==> src/design/msp_pkg.sv <==
// ----------------------------------------------------------------------------
// msp_pkg: shared types and constants for the melody string tone player
// Holds the phase enum, queue entry and result layouts, register indexes,
// field widths, the note period table and the pause symbol decoder.
// ----------------------------------------------------------------------------
package msp_pkg;

    // Field widths fixed by the stream format
    localparam int CHAR_W     = 8;
    localparam int UNIT_W     = 10;
    localparam int DUR_MS_W   = 14;
    localparam int PERIOD_W   = 12;
    localparam int HALF_W     = 11;
    localparam int PAUSE_MS_W = 5;
    localparam int DIGIT_W    = 4;
    localparam int CFG_ADDR_W = 1;
    localparam int CFG_DATA_W = 14;
    localparam int OUT_DATA_W = 8;

    // Configuration register indexes
    localparam logic [CFG_ADDR_W-1:0] REG_DURATION_UNIT    = 1'd0;
    localparam logic [CFG_ADDR_W-1:0] REG_DEFAULT_DURATION = 1'd1;

    // Reset values of the configuration registers
    localparam logic [UNIT_W-1:0]   UNIT_RESET        = 10'd200;
    localparam logic [DUR_MS_W-1:0] DEFAULT_DUR_RESET = 14'd400;

    // Item kinds carried in tuser
    localparam logic CMD_CHAR = 1'b0;
    localparam logic CMD_TICK = 1'b1;

    // Playback phases
    typedef enum logic [2:0] {
        PH_IDLE,
        PH_HIGH,
        PH_LOW,
        PH_REST,
        PH_PAUSE
    } msp_phase_t;

    // One classified item, as queued between front and back
    typedef struct packed {
        logic                  is_tick;
        logic                  is_zero;
        logic [PERIOD_W-1:0]   period_us;
        logic [DUR_MS_W-1:0]   dur_ms;
        logic [PAUSE_MS_W-1:0] pause_ms;
    } msp_entry_t;

    // One result item, pin level in the lowest bit
    typedef struct packed {
        logic rejected;
        logic busy_res;
        logic pin_level;
    } msp_result_t;

    // Tone period in microseconds for a note letter, zero for a rest
    function automatic logic [PERIOD_W-1:0] note_period(input logic [CHAR_W-1:0] ch);
        logic [PERIOD_W-1:0] p;
        unique case (ch)
            8'h41:   p = 12'd2272;  // A
            8'h42:   p = 12'd2024;  // B
            8'h43:   p = 12'd3816;  // C
            8'h44:   p = 12'd3401;  // D
            8'h45:   p = 12'd3030;  // E
            8'h46:   p = 12'd2865;  // F
            8'h47:   p = 12'd2551;  // G
            8'h61:   p = 12'd1136;  // a
            8'h62:   p = 12'd1012;  // b
            8'h63:   p = 12'd1912;  // c
            8'h64:   p = 12'd1703;  // d
            8'h65:   p = 12'd1517;  // e
            8'h66:   p = 12'd1432;  // f
            8'h67:   p = 12'd1275;  // g
            default: p = '0;
        endcase
        return p;
    endfunction

    // Pause length in milliseconds for a pause symbol
    function automatic logic [PAUSE_MS_W-1:0] pause_ms_of(input logic [CHAR_W-1:0] ch);
        logic [PAUSE_MS_W-1:0] ms;
        unique case (ch)
            8'h2B:   ms = 5'd0;   // plus
            8'h2C:   ms = 5'd5;   // comma
            8'h2E:   ms = 5'd20;  // period
            8'h5F:   ms = 5'd30;  // underscore
            default: ms = 5'd5;
        endcase
        return ms;
    endfunction

endpackage

==> src/design/msp_front.sv <==
// ----------------------------------------------------------------------------
// msp_front: input side of the melody string tone player
// Holds the configuration registers, takes input transfers and classifies
// each character into note period, duration and pause fields for the queue.
// ----------------------------------------------------------------------------
module msp_front
    import msp_pkg::*;
(
    input  logic                  aclk,
    input  logic                  aresetn,
    input  logic                  cfg_wr_en,
    input  logic [CFG_ADDR_W-1:0] cfg_addr,
    input  logic [CFG_DATA_W-1:0] cfg_wdata,
    input  logic                  s_tvalid,
    output logic                  s_tready,
    input  logic [CHAR_W-1:0]     s_tdata,
    input  logic                  s_tuser,
    input  logic                  push_ready,
    output logic                  push_valid,
    output msp_entry_t            push_entry
);

    logic [UNIT_W-1:0]   unit_reg;
    logic [DUR_MS_W-1:0] default_dur_reg;
    logic                is_digit;
    logic [DIGIT_W-1:0]  digit;

    // Write configuration registers
    always_ff @(posedge aclk) begin
        if (!aresetn) begin
            unit_reg        <= UNIT_RESET;
            default_dur_reg <= DEFAULT_DUR_RESET;
        end else if (cfg_wr_en) begin
            unique case (cfg_addr)
                REG_DURATION_UNIT:    unit_reg        <= cfg_wdata[UNIT_W-1:0];
                REG_DEFAULT_DURATION: default_dur_reg <= cfg_wdata[DUR_MS_W-1:0];
                default: ;
            endcase
        end
    end

    // Pass the handshake through to the queue
    assign s_tready   = push_ready;
    assign push_valid = s_tvalid;

    // Classify the character for every slot of a group
    assign is_digit = (s_tdata >= 8'h30) && (s_tdata <= 8'h39);
    assign digit    = DIGIT_W'(s_tdata - 8'h30);

    always_comb begin
        push_entry.is_tick   = (s_tuser == CMD_TICK);
        push_entry.is_zero   = (s_tdata == '0);
        push_entry.period_us = note_period(s_tdata);
        push_entry.dur_ms    = is_digit ? DUR_MS_W'(digit * unit_reg) : default_dur_reg;
        push_entry.pause_ms  = pause_ms_of(s_tdata);
    end

endmodule

==> src/design/msp_queue.sv <==
// ----------------------------------------------------------------------------
// msp_queue: short queue of classified items
// Decouples the input side from playback so each side can stall alone.
// ----------------------------------------------------------------------------
module msp_queue
    import msp_pkg::*;
#(
    parameter int DEPTH = 4
)
(
    input  logic       aclk,
    input  logic       aresetn,
    input  logic       push_valid,
    output logic       push_ready,
    input  msp_entry_t push_entry,
    output logic       head_valid,
    output msp_entry_t head_entry,
    input  logic       pop
);

    localparam int PTR_W = (DEPTH > 1) ? $clog2(DEPTH) : 1;
    localparam int CNT_W = $clog2(DEPTH + 1);

    msp_entry_t         entries_reg [DEPTH];
    logic [PTR_W-1:0]   wr_ptr_reg, wr_ptr_next;
    logic [PTR_W-1:0]   rd_ptr_reg, rd_ptr_next;
    logic [CNT_W-1:0]   count_reg, count_next;
    logic               do_push;
    logic               do_pop;

    assign push_ready = (count_reg != CNT_W'(DEPTH));
    assign head_valid = (count_reg != '0);
    assign head_entry = entries_reg[rd_ptr_reg];
    assign do_push    = push_valid && push_ready;
    assign do_pop     = pop && head_valid;

    // Advance pointers and occupancy
    always_comb begin
        wr_ptr_next = wr_ptr_reg;
        rd_ptr_next = rd_ptr_reg;
        count_next  = count_reg;
        if (do_push) begin
            wr_ptr_next = (wr_ptr_reg == PTR_W'(DEPTH - 1)) ? '0 : wr_ptr_reg + 1'b1;
        end
        if (do_pop) begin
            rd_ptr_next = (rd_ptr_reg == PTR_W'(DEPTH - 1)) ? '0 : rd_ptr_reg + 1'b1;
        end
        if (do_push && !do_pop) begin
            count_next = count_reg + 1'b1;
        end else if (!do_push && do_pop) begin
            count_next = count_reg - 1'b1;
        end
    end

    always_ff @(posedge aclk) begin
        if (!aresetn) begin
            wr_ptr_reg <= '0;
            rd_ptr_reg <= '0;
            count_reg  <= '0;
        end else begin
            wr_ptr_reg <= wr_ptr_next;
            rd_ptr_reg <= rd_ptr_next;
            count_reg  <= count_next;
        end
    end

    // Store payload
    always_ff @(posedge aclk) begin
        if (do_push) begin
            entries_reg[wr_ptr_reg] <= push_entry;
        end
    end

    // Occupancy never passes the depth
    assert property (@(posedge aclk) disable iff (!aresetn) count_reg <= CNT_W'(DEPTH))
        else $error("queue overfilled");

    // An empty queue has its two pointers equal
    assert property (@(posedge aclk) disable iff (!aresetn)
        (count_reg == '0) |-> (wr_ptr_reg == rd_ptr_reg))
        else $error("empty queue with split pointers");

endmodule

==> src/design/msp_back.sv <==
// ----------------------------------------------------------------------------
// msp_back: playback side of the melody string tone player
// Collects character groups, runs tone, rest and pause phases on tick items
// and registers one result per item behind an output stage.
// ----------------------------------------------------------------------------
module msp_back
    import msp_pkg::*;
#(
    parameter int TICKS_PER_MS = 1000
)
(
    input  logic                  aclk,
    input  logic                  aresetn,
    input  logic                  head_valid,
    input  msp_entry_t            head_entry,
    output logic                  pop,
    output logic                  m_tvalid,
    input  logic                  m_tready,
    output logic [OUT_DATA_W-1:0] m_tdata
);

    localparam int TICK_W  = $clog2(TICKS_PER_MS + 1);
    localparam int DUR_TW  = DUR_MS_W + TICK_W;
    localparam int ELAP_W  = DUR_TW + 1;
    localparam int PAUSE_W = PAUSE_MS_W + TICK_W;

    msp_phase_t          phase_reg, phase_next;
    logic [1:0]          slot_reg, slot_next;
    logic [PERIOD_W-1:0] period_reg, period_next;
    logic [DUR_TW-1:0]   dur_ticks_reg, dur_ticks_next;
    logic [ELAP_W-1:0]   elapsed_reg, elapsed_next;
    logic [HALF_W-1:0]   half_cnt_reg, half_cnt_next;
    logic [PAUSE_W-1:0]  pause_reg, pause_next;
    logic                pin_reg, pin_next;
    logic                rej;

    logic                out_valid_reg;
    msp_result_t         out_data_reg;
    msp_result_t         result;

    logic [HALF_W-1:0]   half;
    logic [HALF_W-1:0]   half_inc;
    logic [ELAP_W-1:0]   elap_tone;
    logic [ELAP_W-1:0]   elap_rest;
    logic [DUR_TW-1:0]   new_dur_ticks;
    logic [PAUSE_W-1:0]  new_pause;

    // Take the next item when the output stage is free or draining
    assign pop = head_valid && (!out_valid_reg || m_tready);

    assign half          = period_reg[PERIOD_W-1:1];
    assign half_inc      = half_cnt_reg + 1'b1;
    assign elap_tone     = elapsed_reg + ELAP_W'(period_reg);
    assign elap_rest     = elapsed_reg + 1'b1;
    assign new_dur_ticks = DUR_TW'(head_entry.dur_ms) * DUR_TW'(TICKS_PER_MS);
    assign new_pause     = PAUSE_W'(head_entry.pause_ms) * PAUSE_W'(TICKS_PER_MS);

    // Next state of playback and group collection
    always_comb begin
        phase_next     = phase_reg;
        slot_next      = slot_reg;
        period_next    = period_reg;
        dur_ticks_next = dur_ticks_reg;
        elapsed_next   = elapsed_reg;
        half_cnt_next  = half_cnt_reg;
        pause_next     = pause_reg;
        pin_next       = pin_reg;
        rej            = 1'b0;

        if (head_entry.is_tick) begin
            unique case (phase_reg)
                PH_IDLE: ;
                PH_HIGH: begin
                    half_cnt_next = half_inc;
                    if (half_inc >= half) begin
                        half_cnt_next = '0;
                        pin_next      = 1'b0;
                        phase_next    = PH_LOW;
                    end
                end
                PH_LOW: begin
                    half_cnt_next = half_inc;
                    if (half_inc >= half) begin
                        half_cnt_next = '0;
                        elapsed_next  = elap_tone;
                        if (elap_tone < ELAP_W'(dur_ticks_reg)) begin
                            pin_next   = 1'b1;
                            phase_next = PH_HIGH;
                        end else begin
                            pin_next   = 1'b0;
                            phase_next = (pause_reg != '0) ? PH_PAUSE : PH_IDLE;
                        end
                    end
                end
                PH_REST: begin
                    elapsed_next = elap_rest;
                    if (elap_rest >= ELAP_W'(dur_ticks_reg)) begin
                        pin_next   = 1'b0;
                        phase_next = (pause_reg != '0) ? PH_PAUSE : PH_IDLE;
                    end
                end
                PH_PAUSE: begin
                    if (pause_reg != '0) begin
                        pause_next = pause_reg - 1'b1;
                    end
                    if (pause_reg <= PAUSE_W'(1)) begin
                        phase_next = PH_IDLE;
                    end
                end
                default: phase_next = PH_IDLE;
            endcase
        end else if (phase_reg != PH_IDLE) begin
            rej = 1'b1;
        end else if (head_entry.is_zero) begin
            slot_next = 2'd0;
        end else if (slot_reg == 2'd0) begin
            period_next = head_entry.period_us;
            slot_next   = 2'd1;
        end else if (slot_reg == 2'd1) begin
            dur_ticks_next = new_dur_ticks;
            slot_next      = 2'd2;
        end else begin
            // Third character: latch the pause and start the group
            pause_next    = new_pause;
            slot_next     = 2'd0;
            elapsed_next  = '0;
            half_cnt_next = '0;
            if (dur_ticks_reg == '0) begin
                pin_next   = 1'b0;
                phase_next = (new_pause != '0) ? PH_PAUSE : PH_IDLE;
            end else if (period_reg != '0) begin
                pin_next   = 1'b1;
                phase_next = PH_HIGH;
            end else begin
                pin_next   = 1'b0;
                phase_next = PH_REST;
            end
        end
    end

    // Result of the item, seen after its update
    always_comb begin
        result.pin_level = pin_next;
        result.busy_res  = (phase_next != PH_IDLE);
        result.rejected  = rej;
    end

    always_ff @(posedge aclk) begin
        if (!aresetn) begin
            phase_reg     <= PH_IDLE;
            slot_reg      <= 2'd0;
            period_reg    <= '0;
            dur_ticks_reg <= '0;
            elapsed_reg   <= '0;
            half_cnt_reg  <= '0;
            pause_reg     <= '0;
            pin_reg       <= 1'b0;
        end else if (pop) begin
            phase_reg     <= phase_next;
            slot_reg      <= slot_next;
            period_reg    <= period_next;
            dur_ticks_reg <= dur_ticks_next;
            elapsed_reg   <= elapsed_next;
            half_cnt_reg  <= half_cnt_next;
            pause_reg     <= pause_next;
            pin_reg       <= pin_next;
        end
    end

    // Hold the output stage until the transfer completes
    always_ff @(posedge aclk) begin
        if (!aresetn) begin
            out_valid_reg <= 1'b0;
        end else if (pop) begin
            out_valid_reg <= 1'b1;
        end else if (m_tready) begin
            out_valid_reg <= 1'b0;
        end
    end

    always_ff @(posedge aclk) begin
        if (pop) begin
            out_data_reg <= result;
        end
    end

    assign m_tvalid = out_valid_reg;
    assign m_tdata  = OUT_DATA_W'(out_data_reg);

    // Pin is high exactly in the high half of a tone
    assert property (@(posedge aclk) disable iff (!aresetn)
        pin_reg == (phase_reg == PH_HIGH))
        else $error("pin level disagrees with phase");

    // A tone always has a nonzero period
    assert property (@(posedge aclk) disable iff (!aresetn)
        (phase_reg == PH_HIGH || phase_reg == PH_LOW) |-> (period_reg != '0))
        else $error("tone phase with zero period");

    // Half period counter stays below its limit during a tone
    assert property (@(posedge aclk) disable iff (!aresetn)
        (phase_reg == PH_HIGH || phase_reg == PH_LOW) |-> (half_cnt_reg < half))
        else $error("half period counter overran");

    // A pause phase always has time left
    assert property (@(posedge aclk) disable iff (!aresetn)
        (phase_reg == PH_PAUSE) |-> (pause_reg != '0))
        else $error("pause phase with nothing left");

endmodule

==> src/design/melody_string_tone_player_top.sv <==
// ----------------------------------------------------------------------------
// melody_string_tone_player_top: buzzer melody sequencer
// Takes song characters in groups of three (note, duration, pause) and plays
// them on one-microsecond tick transfers, one result transfer per input.
//
//   channel  direction  payload
//   s_       in         tdata[7:0] song_char, tuser[0] cmd (0 char, 1 tick)
//   m_       out        tdata[0] pin_level, [1] busy_res, [2] rejected
//   cfg_     in         index 0 duration_unit_ms, index 1 default_duration_ms
//
// One transfer in and one out per cycle sustained while m_ does not stall; an
// input is written into the queue, then its playback update into the output register.
// Reset is synchronous on aresetn low; configuration is back to 200 / 400 ms.
// A stall on m_ holds the output register; the queue of QUEUE_DEPTH entries
// keeps taking input until it fills, then s_tready drops.
// ----------------------------------------------------------------------------
module melody_string_tone_player_top
    import msp_pkg::*;
#(
    parameter int TICKS_PER_MS = 1000,
    parameter int QUEUE_DEPTH  = 4
)
(
    input  logic                  aclk,
    input  logic                  aresetn,
    // configuration write port
    input  logic                  cfg_wr_en,
    input  logic [CFG_ADDR_W-1:0] cfg_addr,
    input  logic [CFG_DATA_W-1:0] cfg_wdata,
    // input stream
    input  logic                  s_tvalid,
    output logic                  s_tready,
    input  logic [CHAR_W-1:0]     s_tdata,   // [7:0] song_char
    input  logic                  s_tuser,   // [0] cmd
    // result stream
    output logic                  m_tvalid,
    input  logic                  m_tready,
    output logic [OUT_DATA_W-1:0] m_tdata    // [0] pin_level, [1] busy_res, [2] rejected
);

    logic       push_valid;
    logic       push_ready;
    msp_entry_t push_entry;
    logic       head_valid;
    msp_entry_t head_entry;
    logic       pop;

    msp_front u_front (
        .aclk       (aclk),
        .aresetn    (aresetn),
        .cfg_wr_en  (cfg_wr_en),
        .cfg_addr   (cfg_addr),
        .cfg_wdata  (cfg_wdata),
        .s_tvalid   (s_tvalid),
        .s_tready   (s_tready),
        .s_tdata    (s_tdata),
        .s_tuser    (s_tuser),
        .push_ready (push_ready),
        .push_valid (push_valid),
        .push_entry (push_entry)
    );

    msp_queue #(
        .DEPTH (QUEUE_DEPTH)
    ) u_queue (
        .aclk       (aclk),
        .aresetn    (aresetn),
        .push_valid (push_valid),
        .push_ready (push_ready),
        .push_entry (push_entry),
        .head_valid (head_valid),
        .head_entry (head_entry),
        .pop        (pop)
    );

    msp_back #(
        .TICKS_PER_MS (TICKS_PER_MS)
    ) u_back (
        .aclk       (aclk),
        .aresetn    (aresetn),
        .head_valid (head_valid),
        .head_entry (head_entry),
        .pop        (pop),
        .m_tvalid   (m_tvalid),
        .m_tready   (m_tready),
        .m_tdata    (m_tdata)
    );

endmodule
==> config.mk <==
export PLATFORM = sky130hd
export DESIGN_NAME = melody_string_tone_player_top
export DESIGN_NICKNAME = d
export VERILOG_FILES = /design/src/design/msp_pkg.sv /design/src/design/msp_front.sv /design/src/design/msp_queue.sv /design/src/design/msp_back.sv /design/src/design/melody_string_tone_player_top.sv
export SDC_FILE = /design/constraint.sdc
export NUM_CORES = 1
export LEC_CHECK = 0
export ABC_CLOCK_PERIOD_IN_PS = 5560
export BUFFER_PORTS_ARGS = -buffer_cell sky130_fd_sc_hd__buf_2
export CORE_MARGIN = 5
export CORE_UTILIZATION = 29
export CTS_BUF_LIST = sky130_fd_sc_hd__clkbuf_2
export DETAILED_ROUTE_END_ITERATION = 16
export GPL_ROUTABILITY_DRIVEN = 0
export PLACE_DENSITY = 0.5
export SLEW_MARGIN = 30
export SYNTH_ARGS = -nofsm -noshare
export SYNTH_HDL_FRONTEND = slang
export SYNTH_SLANG_ARGS = --single-unit
==> constraint.sdc <==
create_clock -name aclk -period 5.56 [get_ports aclk]
set_input_delay 0.834 -clock aclk [delete_from_list [all_inputs] [get_ports aclk]]
set_output_delay 0.834 -clock aclk [all_outputs]
set_load 0.05 [all_outputs]
-- Word level (Yosys, flattened, before mapping)
Memory sizes are Yosys's and may differ from the RTL's. A register that Yosys moved wholly into a read port is not among the register bits.
Cells that the tools add are included.
- register bits after elaboration: 125
- memory bits (writable): 132
- input port bits: 29
- output and inout bits: 10
- memories: 1
- $add $sub $neg: 9
- $mul: 3
- magnitude comparators: 6
- equality and inequality tests: 34
- muxes and demuxes: 65
- bitwise gates (word level): 5
- reduce and logical (&&, ||, !) cells: 31
- memories (name ; depth ; width ; read ports ; clocked after Yosys merged registers in ; wr ports ; RTL line ; text):
    u_queue.entries_reg ; 4 ; 33 ; 1 ; 1 ; 1 ; msp_queue.sv:24 ; msp_entry_t entries_reg [DEPTH];
- operator list (operator ; number):
    case mux 12 bit (14 select lines) ; 1
    two-way mux 25 bit ; 6
    == test 8 x 7 -> 1 bit (second input constant) ; 15
    two-way mux 15 bit ; 7
    two-way mux 11 bit ; 7
    case mux 25 bit (2 select lines) ; 1
    two-way mux 3 bit ; 15
    nonzero test 15 bit ; 2
    adder 25 x 1 -> 25 bit (second input constant) ; 1
    adder 25 x 12 -> 25 bit ; 1
    greater-or-equal comparator 25 x 24 -> 1 bit ; 1
    < comparator 25 x 24 -> 1 bit ; 1
    zero test 24 bit ; 1
    multiplier 14 x 7 -> 21 bit (second input constant) ; 1
    == test 8 x 6 -> 1 bit (second input constant) ; 2
    two-way mux 1 bit ; 16
    two-way mux 2 bit ; 8
    <= comparator 15 x 1 -> 1 bit (second input constant) ; 1
    case mux 3 bit (5 select lines) ; 1
    case mux 5 bit (3 select lines) ; 1
    subtractor 15 x 1 -> 15 bit (second input constant) ; 1
    multiplier 4 x 10 -> 14 bit ; 1
    two-way mux 14 bit ; 1
    AND reduction 7 bit ; 2
    35 further kinds ; 59

-- Depth between registers and ports, before layout
Gate-level depths: netlist of run 1.
- word-level depth: 10
- mapped depth: 19

-- Hierarchy
From an unflattened synthesis of run 1, not the netlist that was laid out.
- cell total of the unflattened synthesis: 1799
- area, all modules: 17874.6 µm²
- by module, submodules not included (module ; times used ; cells each ; area each (µm²) ; sequential area each (µm²)):
    msp_back ; 1 ; 1205 ; 9934.5 ; 1911.8
    msp_queue ; 1 ; 224 ; 5245.0 ; 4144.0
    msp_front ; 1 ; 370 ; 2695.1 ; 480.5

-- Least setup slack after synthesis of run 1
No wires, ideal clock.
- kind: register -> register
- start: register with a tool-made name
- end: register u_back.dur_ticks_reg[23]
- data arrival time: 5.860 ns
- required time: 5.486 ns
- slack: -0.374 ns
- stages on the path, launching flop included: 20
- clock period less this slack: 5.934 ns
- cells stage by stage: dfxtp_1 -> buf_6 -> buf_2 -> buf_1 -> mux4_2 -> fa_1 -> inv_1 -> fa_1 -> fa_1 -> inv_1 -> fa_1 -> ha_1 -> o21ai_0 -> o21ai_0 -> a31oi_1 -> o21a_1 -> o311ai_0 -> nor3_1 -> or3_1 -> a31oi_1
- RTL lines (item ; RTL line ; text):
    end signal, assigned ; msp_back.sv:162 ; dur_ticks_reg <= dur_ticks_next;
    end, declared ; msp_back.sv:30 ; logic [DUR_TW-1:0] dur_ticks_reg, dur_ticks_next;

==> results of run 1 <==
[through the flow]
step / utilization, % / cell area (um^2)
global route: 32.4 / 19400
finish: 32.4 / 19400
global placement: 30.8 / 18500
floorplan: - / 17500
detailed placement: 30.8 / 18500
CTS: 32.3 / 19400
[synth_stat cells (all sizes together), types with 5 or more instances]
library cell  count
o31ai             8
inv             101
a22oi             7
or3              15
edfxtp          131
mux2              5
a21oi           143
and3             21
o21a             22
nand3b           11
and4              5
xor2             40
o21ai            98
nor2b            10
nor4             12
nor3             48
nor2            118
xnor2            47
nand2b           14
mux2i            11
dfxtp           124
clkbuf           63
nand4b            5
mux4             31
a31oi            13
a211oi           20
ha              164
o21bai            7
a32o              6
or2              12
buf              22
a21o             17
fa               70
o2111ai           5
and2             19
nand2           217
nand3            50
nand4            18
a211o             5
[worst min-delay path by stage]
stage	from	endpoint	slack (ns)	cells after the start
global placement	u_back.pause_reg[8]	u_back.pause_reg[8]	0.45	2
global route	s_tdata[6]	u_queue.entries_reg[3][31]	0.13	2
CTS	s_tdata[6]	u_queue.entries_reg[3][31]	0.09	2
finish	s_tdata[6]	u_queue.entries_reg[3][31]	0.24	2
floorplan	u_back.pause_reg[8]	u_back.pause_reg[8]	0.43	2
detailed placement	u_back.pause_reg[8]	u_back.pause_reg[8]	0.45	2
[cells by family (layout without fill, tap and decap cells)]
family                     after synthesis  in the layout  share of synthesized area (%)
and+or+nand+nor                        585            585                           15.9
muxes                                   47             47                           4.94
other                                    1              6                         0.0214
adders and majority gates              234            234                           19.8
DFF                                    255            255                           36.7
xor gates and xnor gates                88             88                           4.49
AOI/OAI and AO/OA                      396            396                           13.9
buffers and inverters                  188            311                           4.29
[placed cells by master, fill, tap and decap left out, types with 21 or more instances in the layout]
master / Yosys / final
sky130_fd_sc_hd__nand2_1: 217 / 217
sky130_fd_sc_hd__ha_1: 164 / 163
sky130_fd_sc_hd__a21oi_1: 142 / 142
sky130_fd_sc_hd__edfxtp_1: 131 / 131
sky130_fd_sc_hd__dfxtp_1: 124 / 123
sky130_fd_sc_hd__nor2_1: 116 / 115
sky130_fd_sc_hd__clkbuf_2: 1 / 106
sky130_fd_sc_hd__inv_1: 101 / 101
sky130_fd_sc_hd__o21ai_0: 94 / 92
sky130_fd_sc_hd__fa_1: 70 / 70
sky130_fd_sc_hd__nand3_1: 49 / 49
sky130_fd_sc_hd__xnor2_1: 47 / 47
sky130_fd_sc_hd__nor3_1: 47 / 46
sky130_fd_sc_hd__xor2_1: 40 / 40
sky130_fd_sc_hd__buf_2: 7 / 33
sky130_fd_sc_hd__mux4_2: 31 / 31
sky130_fd_sc_hd__buf_4: 5 / 30
sky130_fd_sc_hd__o21a_1: 22 / 22
sky130_fd_sc_hd__and3_1: 21 / 21
[layout make-up]
| cell class | instances | area [um^2] |
|---|---|---|
| inverters | 103 | 388 |
| clock buffers | 106 | 531 |
| diodes | 1 | 2.50 |
| multi-input cells | 1355 | 10400 |
| flip-flops and latches | 255 | 6420 |
| well taps | 782 | 978 |
| fillers | 6234 | 40600 |
| clock inverters | 23 | 158 |
| repair buffers | 79 | 551 |
[per-layer routing]
layer / vias up / GRT usage, % / wire (um)
li1: 6629 / - / -
met1: 6485 / 17.6 / 20500
met2: 261 / 21.0 / 19600
met3: 69 / 2.44 / 1740
met4: 0 / 4.09 / 994
met5: - / 0 / 0
[timing repair]
item                                   4_1_cts  5_1_grt
resized for setup                            0       10
setup endpoints to repair                    0        6
setup buffers                                0        1
endpoints found under the hold margin       29        0
hold buffers                                16        0
==> results by stage, run 1 <==
Run status:
- The flow ran to the end, and the final reports show no timing, DRC or antenna violations.

Timing:
- The worst path in the final design needs a cycle of 5.29 ns, including I/O delays and setup.
- On the final layout, the worst clock skew is 0.0861 ns.
- The final setup violation count is 0.
- In the finished design, the share of the clock period the worst path needs comes to 95.2%.
- At the pin with the least slew margin, the transition time is 0.786 ns.
- The fmax is 189 MHz.
- After routing, the total negative slack on setup checks comes to 0 ns.
- The worst setup slack after layout is 0.268 ns.
- The tightest hold path in the finished design has a slack of 0.242 ns.
- Measured against its own limit, the worst slew margin works out to 46.9%.
- The number of slew-limit violations in the final report is 0.
- The final count of hold timing violations came to 0.
- Setup repair after global routing left no endpoint under its margin.

Final layout:
- From synthesis to final layout, the design area changed by 11.1%.
- The register with the most flip-flops in the layout has 128 of them.
- The finished layout holds 2704 standard cells, fillers aside.
- The share of final-layout standard cells stronger than drive strength 1 is 12.8%.
- The final-stage net count is 2131.

Setup path:
- The critical path endpoint category is a flop.
- The type of origin of the critical path is a flop.
- In this design, the stage delay of the slowest critical-path cell is 0.62 ns.
- The endpoint of the most critical register-to-register path is u_back.dur_ticks_reg[21].
- The required time at the worst-slack endpoint is 6.41 ns.
- The slowest stage of the critical path belongs to the cell sky130_fd_sc_hd__mux4_2.
- The reg2reg setup slack is 0.27 ns.
- The most prevalent standard cell on the critical path is sky130_fd_sc_hd__fa_1.
- For the worst flop-to-flop path, the logic depth is 15.
- The largest delay contributor family on the critical path is adder cells.
- The number of logic stages on the critical path including buffering is 15.
- Following the worst setup path forward leads to its endpoint at u_back.dur_ticks_reg[21].
- The type of the setup path with the least slack is flop to flop.
- Along the worst path, the maximum fanout reaches 6.
- Counting both buffers and inverters, the worst setup path holds a total of 1.
- The signal on the critical path passes through buf_4, mux4_2, fa_1, fa_1, fa_1, fa_1, ha_1, or2_2, o31a_1, a31oi_2, o21a_1, o311ai_4, o21ai_0, xor2_1, o21ai_0.
- STA puts the critical path data arrival time at 6.14 ns.

Floorplan:
- The top-level I/O count is 39.
- From left edge to right edge, the die measures 256 um.
- The floorplan has 90 rows.
- The core area is 60000 um^2.
- In this run the vertical extent of the chip is 256 um.
- The total die area is 65300 um^2.
- The effective utilization at floorplan is 29.1%.

Clock network:
- The TritonCTS sink count is 255.
- TritonCTS created 74 clock buffers.
- Clock-pin slew was measured on the worst setup and hold paths at 0.11 ns.
- The master cell of the clock root buffer is sky130_fd_sc_hd__clkbuf_2.
- TritonCTS built the clock tree.
- For the worst-skew pair, the clock arrives at the later sink with an insertion delay of 1.00 ns.
- The clock passes through at most 3 buffers.
- CTS built an H-tree with a depth of 3.

Place:
- In this run the tool buffered the top-level ports with 33 buffer cells.
- In this run, placement finished with an instance count of 2557.
- Once detailed placement completed, the half-perimeter wirelength came to 31400 um.
- The setup slack after placement is 0.115 ns.

Route:
- The via density per instance is 4.97.
- The first routing iteration left 716 violations.
- The post-detailed-route count of antenna-violating nets is 0.
- The first-pass iteration count of the detailed router is 5.
- The detailed-route wire length per cell is 15.8 um.
- For this block, the routed nets add up to 42800 um of wire.
- The detailed-route DRC error count is 0.
- The count of vias placed by the detailed router is 13400.

Global route:
- The initial antenna violation count is 1.
- The first global-routing pass estimated 70300 um of wire.
- Summed over all layers, the global routing overflow is 0.
- The global-route usage over all layers is 12.9%.
- The via count of the first global-routing pass was 13600.
- Entering global routing, the biggest net connects 62 pins.

Synthesis:
- The share of the synthesized area in the top cell type is 22.5%.
- The biggest area contributor in the post-synthesis netlist is sky130_fd_sc_hd__edfxtp_1.
- The commonest register cell after synthesis is sky130_fd_sc_hd__edfxtp_1.
- The number of synthesized flops with an enable pin is 131.
- Sequential cells were found to cover 36.7% of the synthesized design area.
- After technology mapping, the gate count stands at 1794.
- After synthesis, the share of flip-flops with an asynchronous set or reset is 0%.
- The count of yosys warnings during synthesis is 0.
- After synthesis, the netlist uses 82 different library cells.
- The total standard cell area after synthesis is 17500 um^2.
- Each instance of the synthesized netlist takes up on average 9.75 um^2.
- The number of register bits inferred by synthesis is 255.
- By area the synthesized netlist is led by sky130_fd_sc_hd__edfxtp_1 22%, sky130_fd_sc_hd__dfxtp_1 14%, sky130_fd_sc_hd__ha_1 12%.

Run:
- The max-capacitance violation count is 0.

Min path:
- The path class of the lowest-slack min-delay path is primary input to flop.
Power of run 1 is left out: the tool's default activity adds up to more than one toggle a clock period on the data nets, which glitch-free logic cannot reach.
==> run 2, diff against run 1 <==
--- a/config.mk
+++ b/config.mk
@@ -8,11 +8,11 @@
 export ABC_CLOCK_PERIOD_IN_PS = 5560
 export BUFFER_PORTS_ARGS = -buffer_cell sky130_fd_sc_hd__buf_2
 export CORE_MARGIN = 5
-export CORE_UTILIZATION = 29
+export CORE_UTILIZATION = 25
 export CTS_BUF_LIST = sky130_fd_sc_hd__clkbuf_2
 export DETAILED_ROUTE_END_ITERATION = 16
 export GPL_ROUTABILITY_DRIVEN = 0
-export PLACE_DENSITY = 0.5
+export PLACE_DENSITY = 0.45
 export SLEW_MARGIN = 30
 export SYNTH_ARGS = -nofsm -noshare
 export SYNTH_HDL_FRONTEND = slang
==> run 2 against run 1 <==
Routed wire length increased by 4.2%. Register-to-register slack better by 0.09 ns. Core utilization fell by 4.3 points. Final cell count rose by 5.9%. Flip-flop and latch count stayed put. First-iteration DRC count decreased by 7.3%. Largest cell class unchanged. Hold slack improved by 0.016 ns. Clock skew rose by 0.014 ns.
==> results by stage, run 2 (synthesis results as in run 1) <==
Run status:
- The run finished with clean final reports.

Route:
- The detailed-route DRC error count is 0.
- The via density per instance is 4.69.
- The total wirelength of the detailed-routed design is 44600 um.
- For this run, the detailed router's first-pass iteration total came to 5.
- The first routing iteration left 664 violations.
- The post-detailed-route count of antenna-violating nets is 0.
- The routed layout has 13400 vias.
- In the final routed layout, each cell accounts on average for 15.6 um.

Floorplan:
- The total die area is 75300 um^2.
- The initial utilization of the core area, before any placement, comes to 25.1%.
- In this run the core area contains 97 standard-cell rows.
- The top-level I/O count is 39.
- The horizontal die dimension is 274 um.
- In this run the vertical extent of the chip is 274 um.
- The core region is 69700 um^2.

Final layout:
- The layout-stage area growth over the synthesis result is 11.8%.
- Of the cells placed in the final design, the portion with a size suffix greater than 1 is 12.8%.
- The final-stage net count is 2130.
- In the final layout, flip-flops and latches occupy 6420 um^2.
- For this run, the number of standard cells in the final layout without fillers is 2863.
- In the layout the commonest cells are 217 x sky130_fd_sc_hd__nand2_1, 164 x sky130_fd_sc_hd__ha_1, 142 x sky130_fd_sc_hd__a21oi_1, 131 x sky130_fd_sc_hd__edfxtp_1, 123 x sky130_fd_sc_hd__dfxtp_1.
- The number of flip-flops in the largest register is 128.
- The layout has 7424 filler cells.
- Leaving out fill and tap cells, the most frequent cell in the layout is sky130_fd_sc_hd__nand2_1.
- In the final layout, the multi-input gates occupy 10400 um^2.

Run:
- The max-capacitance violation count is 0.

Timing:
- Setup violations remaining at the end of the flow were counted as 0.
- The final cycle utilization of the critical path is 93.5%.
- The worst setup slack after layout is 0.359 ns.
- The final total negative setup slack is 0 ns.
- The fmax is 192 MHz.
- For the finished layout, the period the worst path requires is 5.20 ns.
- The final count of hold timing violations is 0.
- On the final layout, the worst clock skew is 0.100 ns.
- The tightest slew margin relative to the limit is 38.6%.
- The number of slew-limit violations in the final report is 0.
- Setup repair after global routing left no endpoint under its margin.
- At the pin with the least slew margin, the transition time is 0.915 ns.

Global route:
- The via count of the first global-routing pass came to 13400.
- The global-route wire length before repair is 72500 um.
- The initial antenna violation count is 3.
- Entering global routing, the biggest net connects 60 pins.
- The remaining global-route overflow is 0.
- Global routing used 11.9% of the available tracks.

Setup path:
- The most prevalent standard cell on the critical path is sky130_fd_sc_hd__fa_1.
- The type of the setup path with the least slack is flop to flop.
- The worst register-to-register path ends at u_back.dur_ticks_reg[19].
- In this design, the stage delay of the slowest critical-path cell is 0.66 ns.
- The worst setup path is captured at a flop.
- The type of origin of the critical path is a flop.
- The depth of the worst register-to-register path is 14.
- The reg2reg setup slack is 0.36 ns.
- The largest fanout on the critical path is 9.
- The cell with the largest stage delay on the worst path is sky130_fd_sc_hd__mux4_2.
- Traced cell by cell, the critical path runs through buf_4, mux4_2, ha_1, fa_1, fa_1, fa_1, ha_1, or2_2, o31a_1, a31oi_1, o21a_1, o311ai_2, or3_1, a21oi_1.
- At the worst endpoint, the required time is 6.38 ns.
- The arrival time at the worst endpoint is 6.02 ns.

Clock network:
- TritonCTS built the clock tree.
- The H-tree generated during clock tree synthesis spans 3 levels.
- The TritonCTS buffer count is 76.
- The TritonCTS sink count is 255.
- The maximum buffer depth of the clock tree is 3.
- The clock-pin transition on the worst setup and hold timing paths is 0.10 ns.
- The post-CTS repair timing setup buffer count is 0.
- At the later pin of the worst-skew pair, clock insertion delay measures 0.99 ns.
- The tree is rooted in a sky130_fd_sc_hd__clkbuf_2.

Place:
- The setup slack after placement is 0.178 ns.
- The HPWL after detailed placement is 32800 um.
- The post-placement cell count is 2713.
- The count of input and output buffers is 33.

Min path:
- The path class of the lowest-slack min-delay path is primary input to flop.
- The terminating pin of the worst hold path is u_queue.wr_ptr_reg[0].
- The cell depth of the worst min-delay path is 4.
- In this run the most critical hold path is launched from s_tvalid.
-- run 2: area by class of cell --
| class | count | share of cell area [%] |
|---|---|---|
| inverter | 103 | 1.98 |
| sequential | 255 | 32.8 |
| tap | 940 | 6.02 |
| clock buffer | 112 | 2.87 |
| multi-input combinational | 1355 | 53.0 |
| antenna | 2 | 0.0256 |
| clock inverter | 20 | 0.525 |
| timing repair buffer | 76 | 2.70 |
-- run 2: how the worst max path moves through the flow --
stage                     slack [ns]                  endpoint
after detailed placement        0.18  u_back.dur_ticks_reg[23]
after floorplan                 0.08  u_back.dur_ticks_reg[23]
after CTS                       0.21  u_back.dur_ticks_reg[23]
after global placement          0.16  u_back.dur_ticks_reg[23]
final                           0.36  u_back.dur_ticks_reg[19]
after global routing            0.05  u_back.dur_ticks_reg[22]
-- run 2: critical path, delay by kind of cell, from the launching register on --
kind	cells	cell delay (ns)
DFF	1	0.42
AOI/OAI and AO/OA	5	0.93
and+or+nand+nor	2	0.71
adders and majority gates	5	2.14
muxes	1	0.66
buffers and inverters	1	0.24
-- run 2: metal layers --
metal | GRT usage [%] | routed length (um) | vias to the layer above
met1 | 16.4 | 22100 | 6509
li1 | - | - | 6620
met2 | 18.7 | 19900 | 233
met5 | 0 | 0 | -
met3 | 2.48 | 1590 | 69
met4 | 4.01 | 1010 | 0
-- run 2: through the flow --
stage	hold WS, ns	area, um^2	util (%)
floorplan	0.427	17500	-
global placement	0.443	18700	26.8
detailed placement	0.447	18700	26.8
CTS	0.0488	19500	28.0
global route	0.130	19500	28.1
finish	0.258	19500	28.1
-- run 2: timing repair --
item                                    CTS  global route
endpoints found under the hold margin    28             0
hold buffers                             16             0
gates resized for setup                   0             4
endpoints found under the setup margin    0             9
Power of run 2 is left out for the same reason.
==> run 3, diff against run 2 <==
--- a/config.mk
+++ b/config.mk
@@ -7,6 +7,7 @@
 export LEC_CHECK = 0
 export ABC_CLOCK_PERIOD_IN_PS = 5560
 export BUFFER_PORTS_ARGS = -buffer_cell sky130_fd_sc_hd__buf_2
+export CORE_ASPECT_RATIO = 0.75
 export CORE_MARGIN = 5
 export CORE_UTILIZATION = 25
 export CTS_BUF_LIST = sky130_fd_sc_hd__clkbuf_2
==> run 3 against run 2 <==
Clock skew is 0.013 ns lower. Cell area rose by 0.31%. Hold slack got worse by 0.13 ns. Non-clock buffer count did not move. Via count is 0.25% higher. Global-route usage increased by 0.25 points. Setup slack worse by 0.11 ns. First-iteration DRC count rose by 15%. Largest cell class unchanged. Die area hardly changed. Routed wire length increased by 2.0%.
==> results by stage, run 3 (synthesis results as in run 1) <==
Timing:
- Of the available clock period, the critical path in the final layout requires 95.5%.
- The final setup violation count is 0.
- The time the final worst path needs with I/O delays and setup is 5.31 ns.
- The transition time at the pin with the least slew margin is 0.890 ns.
- Setup total negative slack on the finished layout was measured at 0 ns.
- The final count of hold timing violations came to 0.
- For this run, the top clock speed supported by timing is 188 MHz.
- The worst pin sits at a relative slew slack of 40.7%.
- Across the routed clock network, the largest skew measured is 0.0877 ns.
- The number of slew-limit violations in the final report is 0.

Clock network:
- Clock-pin slew was measured on the worst setup and hold paths at 0.10 ns.
- CTS saw 255 sinks.
- TritonCTS built the clock tree.
- The clock passes through at most 3 buffers.
- Counting the buffers created by CTS gives 74.
- The insertion delay of the later-clocked pin in the worst-skew pair is 1.06 ns.
- The level count of the clock H-tree is 3.
- The root buffer cell chosen for the clock tree is sky130_fd_sc_hd__clkbuf_2.

Route:
- The DRC violation total after the first TritonRoute iteration is 763.
- The detailed-route wire length per cell is 15.8 um.
- The first-pass iteration count of the detailed router is 5.
- The count of vias placed by the detailed router is 13500.
- The post-detailed-route count of antenna-violating nets is 0.
- The via density per instance is 4.68.
- The detailed-route DRC error count is 0.
- The total wirelength of the detailed-routed design is 45500 um.

Setup path:
- The largest fanout on the critical path is 8.
- Data arrives at the worst endpoint at 6.21 ns.
- STA classifies the critical path startpoint as a flop.
- The required time at the worst-slack endpoint is 6.46 ns.
- The critical path is of the flop to flop type.
- For flop-to-flop paths, the worst setup slack is 0.25 ns.
- The critical path endpoint category is a flop.

Final layout:
- The number of fill cells is 7370.
- The register with the most flip-flops in the layout has 128 of them.
- Compared with the post-synthesis result, the final layout area differs by 12.2%.
- In the layout the commonest cells are 217 x sky130_fd_sc_hd__nand2_1, 164 x sky130_fd_sc_hd__ha_1, 142 x sky130_fd_sc_hd__a21oi_1, 131 x sky130_fd_sc_hd__edfxtp_1, 123 x sky130_fd_sc_hd__dfxtp_1.
- The finished cells cover 19600 um^2.
- The share of final-layout standard cells stronger than drive strength 1 is 13.1%.
- The commonest non-fill, non-tap cell in the layout is sky130_fd_sc_hd__nand2_1.
- The final-stage net count is 2128.

Floorplan:
- The core area is 69700 um^2.
- Once the floorplan was initialized, standard cells occupied 25.1% of the core.
- The standard-cell row count is 84.
- The die covers 75400 um^2.
- The horizontal die dimension is 315 um.
- The height of the chip is 239 um.
- The top-level I/O count is 39.

Global route:
- The remaining global-route overflow is 0.
- The initial antenna violation count is 2.
- The global-route usage over all layers is 12.2%.
- The first global-routing pass estimated 73700 um of wire.
- The via count of the first global-routing pass was 13400.
- The maximum number of pins on one net before global-route repair is 54.

Min path:
- The path class of the lowest-slack min-delay path is primary input to flop.

Place:
- Input and output buffers added on the ports amount to 33.
- The post-detailed-placement cell area is 18700 um^2.
- The detailed placer's ending HPWL is 33700 um.

Run:
- The max-capacitance violation count is 0.

Run status:
- The run finished with clean final reports.
[run 3: changes by cell type in the layout (fill, tap and decap cells not counted), moves of 2 or more]
cell | previous run | this run
sky130_fd_sc_hd__clkinvlp_4 | 2 | 0
sky130_fd_sc_hd__inv_8 | 0 | 3
sky130_fd_sc_hd__clkbuf_2 | 112 | 115
sky130_fd_sc_hd__clkinv_1 | 11 | 13
sky130_fd_sc_hd__clkinv_2 | 5 | 1
sky130_fd_sc_hd__dlygate4sd3_1 | 16 | 13
sky130_fd_sc_hd__diode_2 | 2 | 7
sky130_fd_sc_hd__buf_4 | 27 | 29
[run 3: layout make-up]
cell class              count  area [um^2]  area share, %
multi-input cells        1355        10400           53.0
flip-flops and latches    255         6420           32.7
well taps                 946         1180           6.04
clock buffers             115          576           2.93
repair buffers             76          524           2.67
inverters                 103          388           1.98
clock inverters            19          114          0.581
diodes                      7         17.5         0.0893
[run 3: worst paths after layout]
kind                         startpoint                         end  cells past startpoint
min reg2reg  u_front.default_dur_reg[1]  u_front.default_dur_reg[1]                      2
max                                flop    u_back.dur_ticks_reg[21]                     15
min                        cfg_wdata[3]         u_front.unit_reg[3]                      3
max reg2reg                        flop    u_back.dur_ticks_reg[21]                     15
[run 3: critical path: stages, from the launching register on]
cell,delay [ns]
sky130_fd_sc_hd__dfxtp_2,0.43
sky130_fd_sc_hd__buf_6,0.19
sky130_fd_sc_hd__mux4_2,0.62
sky130_fd_sc_hd__fa_1,0.52
sky130_fd_sc_hd__fa_1,0.58
sky130_fd_sc_hd__fa_1,0.44
sky130_fd_sc_hd__fa_1,0.48
sky130_fd_sc_hd__ha_1,0.34
sky130_fd_sc_hd__or2_2,0.33
sky130_fd_sc_hd__o31a_1,0.12
sky130_fd_sc_hd__a31oi_2,0.25
sky130_fd_sc_hd__o21a_1,0.24
sky130_fd_sc_hd__o311ai_4,0.14
sky130_fd_sc_hd__o21ai_0,0.26
sky130_fd_sc_hd__xor2_1,0.16
sky130_fd_sc_hd__o21ai_0,0.09
[run 3: metrics by stage]
| step | setup WS, ns | utilization (%) | cells | hold slack [ns] |
|---|---|---|---|---|
| 6_report | 0.248 | 28.1 | 2876 | 0.127 |
| 5_1_grt | -0.00892 | 28.1 | 2876 | -0.00759 |
| 4_1_cts | 0.138 | 28.0 | 2868 | 0.00299 |
| 3_5_place_dp | 0.116 | 26.9 | 2721 | 0.447 |
| 3_3_place_gp | 0.155 | 26.9 | 2721 | 0.443 |
| 2_1_floorplan | 0.0793 | - | 1798 | 0.427 |
[run 3: repair_timing]
item,CTS,global route
resized for setup,0,8
setup buffers,0,1
hold buffers,13,0
endpoints found under the setup margin,0,5
endpoints found under the hold margin,22,0
[run 3: per-layer routing]
layer	GRT usage, %	up-vias	routed length [um]
li1	-	6626	-
met1	18.2	6527	23800
met2	17.7	259	19100
met3	2.66	52	1920
met4	3.09	0	592
met5	0	-	0
Power of run 3 is left out for the same reason.
